## config.mk

```make
export PLATFORM = sky130hd
export DESIGN_NAME = comment_stripper
export DESIGN_NICKNAME = d
export VERILOG_FILES = /design/src/rtl/cs_pkg.sv /design/src/rtl/comment_stripper.sv /design/src/rtl/cs_front.sv /design/src/rtl/cs_queue.sv /design/src/rtl/cs_back.sv
export SDC_FILE = /design/constraint.sdc
export NUM_CORES = 1
export LEC_CHECK = 0
export ABC_CLOCK_PERIOD_IN_PS = 3480
export BUFFER_PORTS_ARGS = -buffer_cell sky130_fd_sc_hd__buf_2
export CORE_ASPECT_RATIO = 1.5
export CORE_MARGIN = 2
export CORE_UTILIZATION = 45
export DETAILED_ROUTE_END_ITERATION = 8
export GPL_TIMING_DRIVEN = 0
export HOLD_SLACK_MARGIN = 0.08
export MAX_ROUTING_LAYER = met4
export PLACE_DENSITY = 0.75
export SYNTH_ARGS = -nofsm -noshare
export SYNTH_HDL_FRONTEND = slang
export SYNTH_SLANG_ARGS = --single-unit
```

## constraint.sdc

```tcl
create_clock -name aclk -period 3.48 [get_ports aclk]
set_input_delay 0.348 -clock aclk [delete_from_list [all_inputs] [get_ports aclk]]
set_output_delay 0.348 -clock aclk [all_outputs]
set_load 0.05 [all_outputs]
```

## src/rtl/cs_pkg.sv

```systemverilog
`timescale 1ns / 1ps

package cs_pkg;

    localparam logic [7:0] CH_SLASH   = 8'h2F;
    localparam logic [7:0] CH_STAR    = 8'h2A;
    localparam logic [7:0] CH_NEWLINE = 8'h0A;
    localparam logic [7:0] CH_QUOTE   = 8'h22;

    localparam int QUEUE_DEPTH = 4;
    localparam int QPTR_BITS   = 2;
    localparam int QCNT_BITS   = 3;

    // what one input transfer leaves for the output side
    typedef struct packed {
        logic [7:0] byte1;  // second kept byte, only when two is set
        logic       two;    // two results
        logic [7:0] byte0;  // first result data
        logic       valid0; // first result carries a kept byte
        logic       last;   // end of text on the final result
    } cs_rec_t;

    typedef struct packed {
        logic    valid;
        cs_rec_t rec;
    } cs_head_t;

endpackage

```

## src/rtl/comment_stripper.sv

```systemverilog
`timescale 1ns / 1ps

// Removes C-style comments from a byte stream. Each byte comes in as one
// s_axis transfer with tlast on the final byte of a text; each kept byte leaves
// as one m_axis transfer with tuser high. The block holds one byte back to see
// the byte after it, so a byte is sent once its successor (or tlast) arrives.
// Line comments run from slash slash to a newline, which is kept; block comments
// nest to a saturating depth of DEPTH_BITS bits; double quotes outside comments
// toggle string mode, where every byte is kept. When neither the held byte nor
// the final byte is kept, a single transfer with tuser low, tdata zero and tlast
// high marks the end. The input side takes one byte per cycle while the record
// queue has room; the output side sends one result per cycle while m_axis_tready
// is high, so an input byte that releases two results (held byte plus final
// byte) sends them as two transfers, absorbed by a four-entry record queue
// between the classifier and the output sequencer.
module comment_stripper
    import cs_pkg::*;
#(
    parameter int DEPTH_BITS = 8
) (
    input  logic       aclk,
    input  logic       aresetn,
    input  logic       s_axis_tvalid,
    output logic       s_axis_tready,
    input  logic [7:0] s_axis_tdata,  // [7:0] in_byte
    input  logic       s_axis_tlast,
    output logic       m_axis_tvalid,
    input  logic       m_axis_tready,
    output logic [7:0] m_axis_tdata,  // [7:0] out_byte
    output logic       m_axis_tuser,  // [0] out_valid
    output logic       m_axis_tlast
);

    logic     in_fire;
    logic     push;
    logic     pop;
    logic     has_room;
    cs_rec_t  push_rec;
    cs_head_t head;

    assign s_axis_tready = has_room;
    assign in_fire       = s_axis_tvalid && has_room;

    cs_front #(
        .DEPTH_BITS(DEPTH_BITS)
    ) u_front (
        .aclk    (aclk),
        .aresetn (aresetn),
        .in_fire (in_fire),
        .in_byte (s_axis_tdata),
        .in_last (s_axis_tlast),
        .push    (push),
        .push_rec(push_rec)
    );

    cs_queue u_queue (
        .aclk    (aclk),
        .aresetn (aresetn),
        .push    (push),
        .push_rec(push_rec),
        .has_room(has_room),
        .pop     (pop),
        .head    (head)
    );

    cs_back u_back (
        .aclk    (aclk),
        .aresetn (aresetn),
        .head    (head),
        .pop     (pop),
        .m_tvalid(m_axis_tvalid),
        .m_tready(m_axis_tready),
        .m_tdata (m_axis_tdata),
        .m_tuser (m_axis_tuser),
        .m_tlast (m_axis_tlast)
    );

endmodule

```

## src/rtl/cs_front.sv

```systemverilog
`timescale 1ns / 1ps

module cs_front
    import cs_pkg::*;
#(
    parameter int DEPTH_BITS = 8
) (
    input  logic       aclk,
    input  logic       aresetn,
    input  logic       in_fire,
    input  logic [7:0] in_byte,
    input  logic       in_last,
    output logic       push,
    output cs_rec_t    push_rec
);

    localparam logic [DEPTH_BITS-1:0] DEPTH_ONE = DEPTH_BITS'(1);
    localparam logic [DEPTH_BITS-1:0] DEPTH_MAX = {DEPTH_BITS{1'b1}};

    typedef struct packed {
        logic                  keep;
        logic                  consumed;
        logic                  str;
        logic                  line;
        logic [DEPTH_BITS-1:0] depth;
    } judge_t;

    function automatic judge_t judge(
        input logic [7:0]            c,
        input logic                  has_next,
        input logic [7:0]            nxt,
        input logic                  str,
        input logic                  line,
        input logic [DEPTH_BITS-1:0] depth
    );
        judge_t r;
        logic   in_block;
        logic   line_after;
        in_block   = (depth != '0);
        r.keep     = 1'b0;
        r.consumed = 1'b0;
        r.str      = str;
        r.line     = line;
        r.depth    = depth;
        line_after = line;
        if (!in_block && !line && c == CH_QUOTE) begin
            r.str  = !str;
            r.keep = 1'b1;
        end else if (str) begin
            r.keep = 1'b1;
        end else if (!in_block && !line && c == CH_SLASH && has_next && nxt == CH_SLASH) begin
            r.line = 1'b1;
        end else if (!line && c == CH_SLASH && has_next && nxt == CH_STAR) begin
            if (depth != DEPTH_MAX) begin
                r.depth = depth + DEPTH_ONE;
            end
            r.consumed = 1'b1;
        end else if (in_block && c == CH_STAR && has_next && nxt == CH_SLASH) begin
            r.depth    = depth - DEPTH_ONE;
            r.consumed = 1'b1;
        end else begin
            if (line && c == CH_NEWLINE) begin
                line_after = 1'b0;
            end
            r.line = line_after;
            r.keep = !in_block && !line_after;
        end
        return r;
    endfunction

    logic [7:0]            held_byte_reg, held_byte_next;
    logic                  held_valid_reg, held_valid_next;
    logic                  str_reg, str_next;
    logic                  line_reg, line_next;
    logic [DEPTH_BITS-1:0] depth_reg, depth_next;

    judge_t j_held, j_new;
    logic   keep0, keep1, pending;
    logic                  str_mid, line_mid;
    logic [DEPTH_BITS-1:0] depth_mid;

    always_comb begin
        j_held    = judge(held_byte_reg, 1'b1, in_byte, str_reg, line_reg, depth_reg);
        str_mid   = held_valid_reg ? j_held.str   : str_reg;
        line_mid  = held_valid_reg ? j_held.line  : line_reg;
        depth_mid = held_valid_reg ? j_held.depth : depth_reg;
        pending   = !(held_valid_reg && j_held.consumed);
        // last byte is judged with no lookahead
        j_new     = judge(in_byte, 1'b0, 8'h00, str_mid, line_mid, depth_mid);
        keep0     = held_valid_reg && j_held.keep;
        keep1     = pending && in_last && j_new.keep;

        push_rec.byte1  = in_byte;
        push_rec.two    = keep0 && keep1;
        push_rec.byte0  = keep0 ? held_byte_reg : (keep1 ? in_byte : 8'h00);
        push_rec.valid0 = keep0 || keep1;
        push_rec.last   = in_last;
        push            = in_fire && (keep0 || keep1 || in_last);

        held_byte_next  = held_byte_reg;
        held_valid_next = held_valid_reg;
        str_next        = str_reg;
        line_next       = line_reg;
        depth_next      = depth_reg;
        if (in_fire) begin
            if (in_last) begin
                held_byte_next  = 8'h00;
                held_valid_next = 1'b0;
                str_next        = 1'b0;
                line_next       = 1'b0;
                depth_next      = '0;
            end else begin
                held_byte_next  = in_byte;
                held_valid_next = pending;
                str_next        = str_mid;
                line_next       = line_mid;
                depth_next      = depth_mid;
            end
        end
    end

    always_ff @(posedge aclk) begin
        if (!aresetn) begin
            held_valid_reg <= 1'b0;
            str_reg        <= 1'b0;
            line_reg       <= 1'b0;
            depth_reg      <= '0;
        end else begin
            held_valid_reg <= held_valid_next;
            str_reg        <= str_next;
            line_reg       <= line_next;
            depth_reg      <= depth_next;
        end
    end

    always_ff @(posedge aclk) begin
        held_byte_reg <= held_byte_next;
    end

endmodule

```

## src/rtl/cs_queue.sv

```systemverilog
`timescale 1ns / 1ps

module cs_queue
    import cs_pkg::*;
(
    input  logic     aclk,
    input  logic     aresetn,
    input  logic     push,
    input  cs_rec_t  push_rec,
    output logic     has_room,
    input  logic     pop,
    output cs_head_t head
);

    cs_rec_t               mem_reg [QUEUE_DEPTH];
    logic [QPTR_BITS-1:0]  wr_ptr_reg, wr_ptr_next;
    logic [QPTR_BITS-1:0]  rd_ptr_reg, rd_ptr_next;
    logic [QCNT_BITS-1:0]  count_reg, count_next;
    logic                  do_push, do_pop;

    always_comb begin
        has_room    = (count_reg != QCNT_BITS'(QUEUE_DEPTH));
        head.valid  = (count_reg != '0);
        head.rec    = mem_reg[rd_ptr_reg];
        do_push     = push && has_room;
        do_pop      = pop && head.valid;
        wr_ptr_next = do_push ? wr_ptr_reg + 1'b1 : wr_ptr_reg;
        rd_ptr_next = do_pop ? rd_ptr_reg + 1'b1 : rd_ptr_reg;
        count_next  = count_reg;
        if (do_push && !do_pop) begin
            count_next = count_reg + 1'b1;
        end else if (do_pop && !do_push) begin
            count_next = count_reg - 1'b1;
        end
    end

    always_ff @(posedge aclk) begin
        if (!aresetn) begin
            wr_ptr_reg <= '0;
            rd_ptr_reg <= '0;
            count_reg  <= '0;
        end else begin
            wr_ptr_reg <= wr_ptr_next;
            rd_ptr_reg <= rd_ptr_next;
            count_reg  <= count_next;
        end
    end

    always_ff @(posedge aclk) begin
        if (do_push) begin
            mem_reg[wr_ptr_reg] <= push_rec;
        end
    end

endmodule

```

## src/rtl/cs_back.sv

```systemverilog
`timescale 1ns / 1ps

module cs_back
    import cs_pkg::*;
(
    input  logic       aclk,
    input  logic       aresetn,
    input  cs_head_t   head,
    output logic       pop,
    output logic       m_tvalid,
    input  logic       m_tready,
    output logic [7:0] m_tdata,
    output logic       m_tuser,
    output logic       m_tlast
);

    // set while the second result of a record is on the port
    logic second_reg, second_next;
    logic fire;

    always_comb begin
        m_tvalid = head.valid;
        fire     = head.valid && m_tready;
        if (second_reg) begin
            m_tdata = head.rec.byte1;
            m_tuser = 1'b1;
            m_tlast = head.rec.last;
        end else begin
            m_tdata = head.rec.byte0;
            m_tuser = head.rec.valid0;
            m_tlast = head.rec.last && !head.rec.two;
        end
        pop         = fire && (!head.rec.two || second_reg);
        second_next = second_reg;
        if (fire) begin
            second_next = head.rec.two && !second_reg;
        end
    end

    always_ff @(posedge aclk) begin
        if (!aresetn) begin
            second_reg <= 1'b0;
        end else begin
            second_reg <= second_next;
        end
    end

endmodule

```

* Yosys cells after proc, flatten, opt, wreduce, memory -nomap -nowiden *
Memories as Yosys holds them, arrays and structs flattened. A register that Yosys moved wholly into a read port is not among the register bits.
Index checks and enable logic that the tools add are counted.
W data, S select, Z words.

storage, ports and cells
  memories kept = 1
  bits of input ports = 13
  flip-flop bits (word level) = 27
  bits in writable memories = 76

memories
  memory           depth  width  rd ports  clocked after Yosys merged registers in  write ports  line            RTL
  u_queue.mem_reg  4      19     1         1                                        1            cs_queue.sv:15  cs_rec_t mem_reg [QUEUE_DEPTH];

operators by class
  equal/unequal tests = 10
  reductions and logical operators = 48
  add/sub/neg operators = 6
  muxes and demuxes = 48

operators with widths
  cell                   number
  $mux W8                9
  $eq A8 B6 Y1 const B   6
  $mux W1                32
  $logic_and A1 B1 Y1    29
  $mux W9                2
  $eq A8 B4 Y1 const B   2
  $reduce_bool A8 Y1     2
  $logic_not A1 Y1       12
  $add A8 B1 Y8 const B  1
  $ne A8 B8 Y1 const B   1
  $sub A8 B1 Y8 const B  1
  $mux W2                3
  $mux W3                2
  $add A2 B1 Y2 const B  2
  $add A3 B1 Y3 const B  1
  $logic_or A1 B1 Y1     3
  $ne A3 B3 Y1 const B   1
  $reduce_bool A3 Y1     1
  $sub A3 B1 Y3 const B  1
  $reduce_bool A2 Y1     1

* Depth between registers and ports, before layout *
  depth after elaboration = 32
  depth in mapped cells = 15

* By module *
A second synthesis with hierarchy kept.

unflattened totals
  cells, all modules = 419
  area total of the unflattened synthesis = 5484.0 um^2

by module, submodules not included
  module            area each (um^2)  cells an instance  times used
  cs_queue          3280.6            147                1
  cs_front          2016.9            253                1
  cs_back           180.2             18                 1
  comment_stripper  6.3               1                  1

* Least setup slack after synthesis *
No wires, ideal clock.

  path kind = reg2reg
  start = register u_front.held_byte_reg[4]
  end = register u_queue.count_reg[2]
  data required time = 3.404 ns
  buffers on the path = 1
  data arrival time = 3.347 ns
  slack = 0.057 ns
  cell stages (with the launch flop) = 14
  library setup time = 0.076 ns
  path through = edfxtp_1 -> or4b_2 -> o21ai_0 -> o31ai_2 -> nor3_1 -> o31a_1 -> buf_6 -> o21a_4 -> ha_1 -> inv_1 -> fa_1 -> xor2_1 -> or3_1 -> a21boi_0

between the ends
  longest elaborated chain between the ends = 30
  elaborated cells on any way between the ends = 68
  those cells by class = eq/ne (4); mux (33); reduce/logical (31)

RTL lines
  item                                  line             RTL
  from (decl)                           cs_front.sv:71   logic [7:0] held_byte_reg, held_byte_next;
  from (signal assigned)                cs_front.sv:137  held_byte_reg <= held_byte_next;
  $eq A8 B4 Y1                          cs_front.sv:62   if (line && c == CH_NEWLINE) begin
  $logic_and A1 B1 Y1                   cs_front.sv:62
  $mux W1                               cs_front.sv:62
  $mux W1                               cs_front.sv:58   end else if (in_block && c == CH_STAR && has_next && nxt == CH_SLASH) begin
  $mux W1                               cs_front.sv:53   end else if (!line && c == CH_SLASH && has_next && nxt == CH_STAR) begin
  $mux W1                               cs_front.sv:51   end else if (!in_block && !line && c == CH_SLASH && has_next && nxt == CH_SLASH) begin
  $mux W1                               cs_front.sv:49   end else if (str) begin
  $mux W1                               cs_front.sv:46   if (!in_block && !line && c == CH_QUOTE) begin
  (+14 left out)                        n/a
  $logic_and A1 B1 Y1                   cs_front.sv:91   keep1 = pending && in_last && j_new.keep;
  $logic_or A1 B1 Y1 (*) (2 in series)  cs_front.sv:98   push = in_fire && (keep0 || keep1 || in_last);
  $logic_and A1 B1 Y1 (*)               cs_front.sv:98
  $logic_and A1 B1 Y1 (*)               cs_queue.sv:25   do_push = push && has_room;
  named net u_queue.do_push             cs_queue.sv:19   logic do_push, do_pop;
  $logic_not A1 Y1                      cs_queue.sv:32   end else if (do_pop && !do_push) begin
  $logic_and A1 B1 Y1                   cs_queue.sv:32
  $reduce_bool A2 Y1 (no line)          n/a
  to (signal assigned)                  cs_queue.sv:45   count_reg <= count_next;
  to (decl)                             cs_queue.sv:18   logic [QCNT_BITS-1:0] count_reg, count_next;

The timed path passes the listed nets; every way through them passes the cells marked *. The select of a mux whose other input is x is not followed.
A chain may end at the register's enable or synchronous reset.

* Worst setup path in the final report *
  start = register u_front.held_byte_reg[6]
  end = register u_queue.count_reg[2]

Same word-level chain as after synthesis.

==> impl_metrics.tcl <==
set metrics [dict create \
    outcome "finished clean" \
    postRouteAntennaNets 0 \
    final-max-slew-violation-count 0 \
    grt_util_all_layers_pct 19.94 \
    timing.critical_path.cells "or3b_4 > or4_4 > o31ai_4 > nor3_2 > o31a_1 > buf_6 > o21a_4 > ha_4 > inv_2 > fa_2 > xor2_1 > or3_1 > a21boi_1" \
    floorplan.die_area_um2 12290 \
    power_leakage_nw 2.001 \
    hpwlAfterDp_mm 8.157 \
    post-route-min-period_ns 3.380 \
    vias_per_std_cell 5.802 \
    rsz0062_at_grt "true" \
    multiInputGateArea_um2 2171 \
    post_synth_instance_area_um2 5130 \
    synth-edff-count 84 \
    num_vias 3435 \
    final.period_utilization_pct 97.13 \
    crit_path_max_incr_delay_ns 0.57 \
    async_reset_ff_share_pct 0 \
    yosys.area_share.xor_xnor_pct 1.024 \
    setup.worst_path.class "flip-flop to flip-flop" \
    coreArea_um2 11060 \
    power.density_nw_per_um2 614.0 \
    number_of_maximum_capacitance_constraint_violations 0 \
    critPathCaptureType "flip-flop" \
    n_antenna_cell 0 \
    stdcell_count 592 \
    portBuffers 23 \
    clock_sink_count 105 \
    multiplexer_share_of_the_synthesized_area_pct 10.88 \
    fraction_of_final_layout_cells_with_drive_strength_greater_than_1_pct 24.04 \
    grt_max_degree 20 \
    timing_worst_slew_pin_value_ns 1.012 \
    synth.distinct_cells 64 \
    critical_path.startpoint_type "flip-flop" \
    synth.avg_cell_area_um2 13.05 \
    placementRows 47 \
    n_fill_cell 940 \
    ys_dominant_reg_cell "sky130_fd_sc_hd__edfxtp_1" \
    synth_top_family_by_area "simple AND/OR/NAND/NOR gates" \
    post_synth_inst_count 393 \
    hp-class "input pin to flip-flop" \
    clock_tree.htree_level_count 3 \
    drt-initial-drc-count 185 \
    tritoncts "built" \
    grt_pass1_wl_mm 18.15 \
    clock-skew-final_ns 0.007487 \
    firstDrtPassIters 5 \
    finalWeightedCongestion 0.9497 \
    power.ir.vdd_worst_mv 0.2822 \
    final_core_util_pct 53.80 \
    grt.overflow.total 0 \
    postSynthRegisterBits 105 \
    critPathMaxFanout 7 \
    cts.reportedPaths.clkPinSlew_ns 0.07 \
    numCtsBuffers 9 \
    total_instance_count_after_detailed_placement 563 \
    number_of_global_route_vias_before_repair 3454 \
    grt_antenna_before_repair 0 \
    area_growth_syn_to_layout_pct 15.95 \
    critical_path_required_ns 3.76 \
    timing.slew.headroom_pct 32.52 \
    cp_slowest_cell "sky130_fd_sc_hd__or4_4" \
    layout.area.seq_um2 2943 \
    clk-insertion-delay-late_ns 0.35 \
    die_width_um 91.18 \
    fmaxAchievable_mhz 295.8 \
    root_buffer "sky130_fd_sc_hd__clkbuf_16" \
    synth.yosys.seq_area_share_pct 57.37 \
    critPathArrivalTime_ns 3.66 \
    synth_fa_ha_area_share_pct 2.341 \
    nets 462 \
    route.final.wire_length_mm 11.62 \
    syn_nets 415 \
    synthSimpleGateAreaFrac_pct 15.34 \
    chipHeight_um 134.8 \
    initial_core_util_pct 46.40 \
    wl_per_cell_um 19.63 \
    floorplan.io_pins 25 \
    fraction_of_the_mapped_netlist_area_in_compound_gates_pct 10.90 \
    yosys_warnings 0 \
    clk_path_buf_depth 2 \
    largest_register_ff_count 76 \
    setup_viol 0 \
    drc_errors 0 \
    timing_hold_violations_final 0 \
]
==> cell usage after synthesis, drive strengths merged, types with 2 or more instances <==
cell	number	area share, %
a21boi	5	0.73
a21oi	6	0.59
a221oi	2	0.34
a22oi	11	1.6
a31oi	2	0.24
a32oi	5	0.85
and2	13	1.6
and3	4	0.49
and4	2	0.34
buf	2	0.32
clkbuf	18	1.3
dfxtp	21	8.2
edfxtp	84	49
ha	8	2.0
inv	7	0.51
mux2	8	1.8
mux2i	4	0.78
mux4	19	8.3
nand2	35	2.6
nand3	10	1.1
nand4	6	0.73
nor2	13	0.95
nor2b	22	2.7
nor3	9	1.1
o2111ai	2	0.34
o21a	3	0.59
o21ai	25	2.4
o21bai	2	0.29
o31ai	4	0.78
or2	2	0.24
or3	4	0.49
or3b	2	0.34
or4	4	0.66
or4b	3	0.66
xnor2	4	0.68
xor2	2	0.34
==> cells by family after synthesis <==
kind of cell	count (synthesis)
and+or+nand+nor	136
DFF	105
AOI/OAI and AO/OA	79
muxes	31
buffers and inverters	27
adders and majority gates	9
xor gates and xnor gates	6
==> final cells by class <==
| type | count | share of cell area (%) |
|---|---|---|
| Buffer | 20 | 1.430 |
| Clock buffer | 9 | 3.786 |
| Clock inverter | 7 | 1.704 |
| Inverter | 7 | 0.4417 |
| Multi-Input combinational cell | 261 | 36.50 |
| Sequential cell | 105 | 49.47 |
| Tap cell | 147 | 3.092 |
| Timing Repair Buffer | 36 | 3.576 |
==> power breakdown <==
group,total [mW],switching [mW],internal (mW)
Sequential,1.55,0.0609,1.49
Combinational,1.01,0.629,0.380
Clock,1.09,0.456,0.638
Total,3.65,1.15,2.51
==> worst max-delay path: cells and delay by family, from the launching register on <==
kind	cells	cell delay (ns)
adders and majority gates	2	0.37
xor gates and xnor gates	1	0.08
and+or+nand+nor	4	1.40
buffers and inverters	2	0.17
DFF	1	0.42
AOI/OAI and AO/OA	4	0.88
==> what timing repair did <==
item	in CTS	in global routing
setup endpoints to repair	87	118
buffers inserted	0	13
hold buffers	0	0
gates resized for setup	5	22
pin swaps	0	8
==> cell usage in the layout (no fill, tap or decap), types with 2 or more instances in the layout <==
| cell | count |
|---|---|
| sky130_fd_sc_hd__nand2_1 | 35 |
| sky130_fd_sc_hd__bufinv_16 | 2 |
| sky130_fd_sc_hd__a21oi_1 | 6 |
| sky130_fd_sc_hd__or3_1 | 4 |
| sky130_fd_sc_hd__nor2_1 | 11 |
| sky130_fd_sc_hd__a22oi_1 | 11 |
| sky130_fd_sc_hd__mux4_2 | 19 |
| sky130_fd_sc_hd__edfxtp_1 | 84 |
| sky130_fd_sc_hd__nand3_1 | 9 |
| sky130_fd_sc_hd__nor3_4 | 2 |
| sky130_fd_sc_hd__and2_1 | 13 |
| sky130_fd_sc_hd__a221oi_1 | 2 |
| sky130_fd_sc_hd__mux2_2 | 8 |
| sky130_fd_sc_hd__nor2b_1 | 22 |
| sky130_fd_sc_hd__o21a_1 | 2 |
| sky130_fd_sc_hd__nor3_1 | 6 |
| sky130_fd_sc_hd__inv_1 | 6 |
| sky130_fd_sc_hd__a31oi_1 | 2 |
| sky130_fd_sc_hd__buf_4 | 13 |
| sky130_fd_sc_hd__o21ai_1 | 8 |
| sky130_fd_sc_hd__clkbuf_1 | 17 |
| sky130_fd_sc_hd__xnor2_1 | 4 |
| sky130_fd_sc_hd__o21bai_1 | 2 |
| sky130_fd_sc_hd__o21ai_0 | 16 |
| sky130_fd_sc_hd__ha_1 | 7 |
| sky130_fd_sc_hd__and4_1 | 2 |
| sky130_fd_sc_hd__o2111ai_1 | 2 |
| sky130_fd_sc_hd__o31ai_1 | 2 |
| sky130_fd_sc_hd__or4b_4 | 3 |
| sky130_fd_sc_hd__a21boi_0 | 4 |
| sky130_fd_sc_hd__and3_1 | 4 |
| sky130_fd_sc_hd__a32oi_1 | 5 |
| sky130_fd_sc_hd__xor2_1 | 2 |
| sky130_fd_sc_hd__buf_2 | 24 |
| sky130_fd_sc_hd__dfxtp_1 | 21 |
| sky130_fd_sc_hd__mux2i_1 | 4 |
| sky130_fd_sc_hd__nand4_1 | 6 |
| sky130_fd_sc_hd__or2_2 | 2 |
| sky130_fd_sc_hd__clkbuf_16 | 9 |
| sky130_fd_sc_hd__or4_1 | 3 |
==> metal layers <==
| metal | track usage (%) | up-vias | wire length (um) |
|---|---|---|---|
| li1 | - | 1616 | - |
| met1 | 21.39 | 1715 | 4349 |
| met2 | 36.63 | 85 | 6620 |
| met3 | 3.516 | 19 | 393 |
| met4 | 7.323 | 0 | 257 |
| met5 | - | - | 0 |
==> through the flow <==
step / power (mW) / cell area [um^2] / hold slack [ns] / worst slack, ns / TNS, ns
after floorplan: 2.304 / 5130 / 0.4469 / 0.05727 / 0
after global placement: 2.496 / 5429 / 0.4862 / -0.2030 / -5.000
after detailed placement: 2.530 / 5429 / 0.5187 / -0.3334 / -9.367
after CTS: 3.616 / 5769 / 0.2299 / -0.1344 / -0.1443
after global routing: 3.804 / 5948 / 0.2293 / -0.03736 / -0.03736
final: 3.652 / 5948 / 0.2347 / 0.09986 / 0
==> path summary, 6_finish.rpt <==
kind | from | end | slack (ns) | depth (start not counted)
worst max register to register | u_front.held_byte_reg[6]$_SDFFCE_PP0P_ | u_queue.count_reg[2]$_SDFFE_PN0P_ | 0.1 | 13
worst min-delay path | s_axis_tlast | u_queue.mem_reg[0][0]$_DFFE_PP_ | 0.23 | 1
worst min register to register | u_queue.count_reg[2]$_SDFFE_PN0P_ | u_queue.count_reg[2]$_SDFFE_PN0P_ | 0.52 | 2
worst max-delay path | u_front.held_byte_reg[6]$_SDFFCE_PP0P_ | u_queue.count_reg[2]$_SDFFE_PN0P_ | 0.1 | 13
No activity file was read; power rests on OpenSTA's default activity.
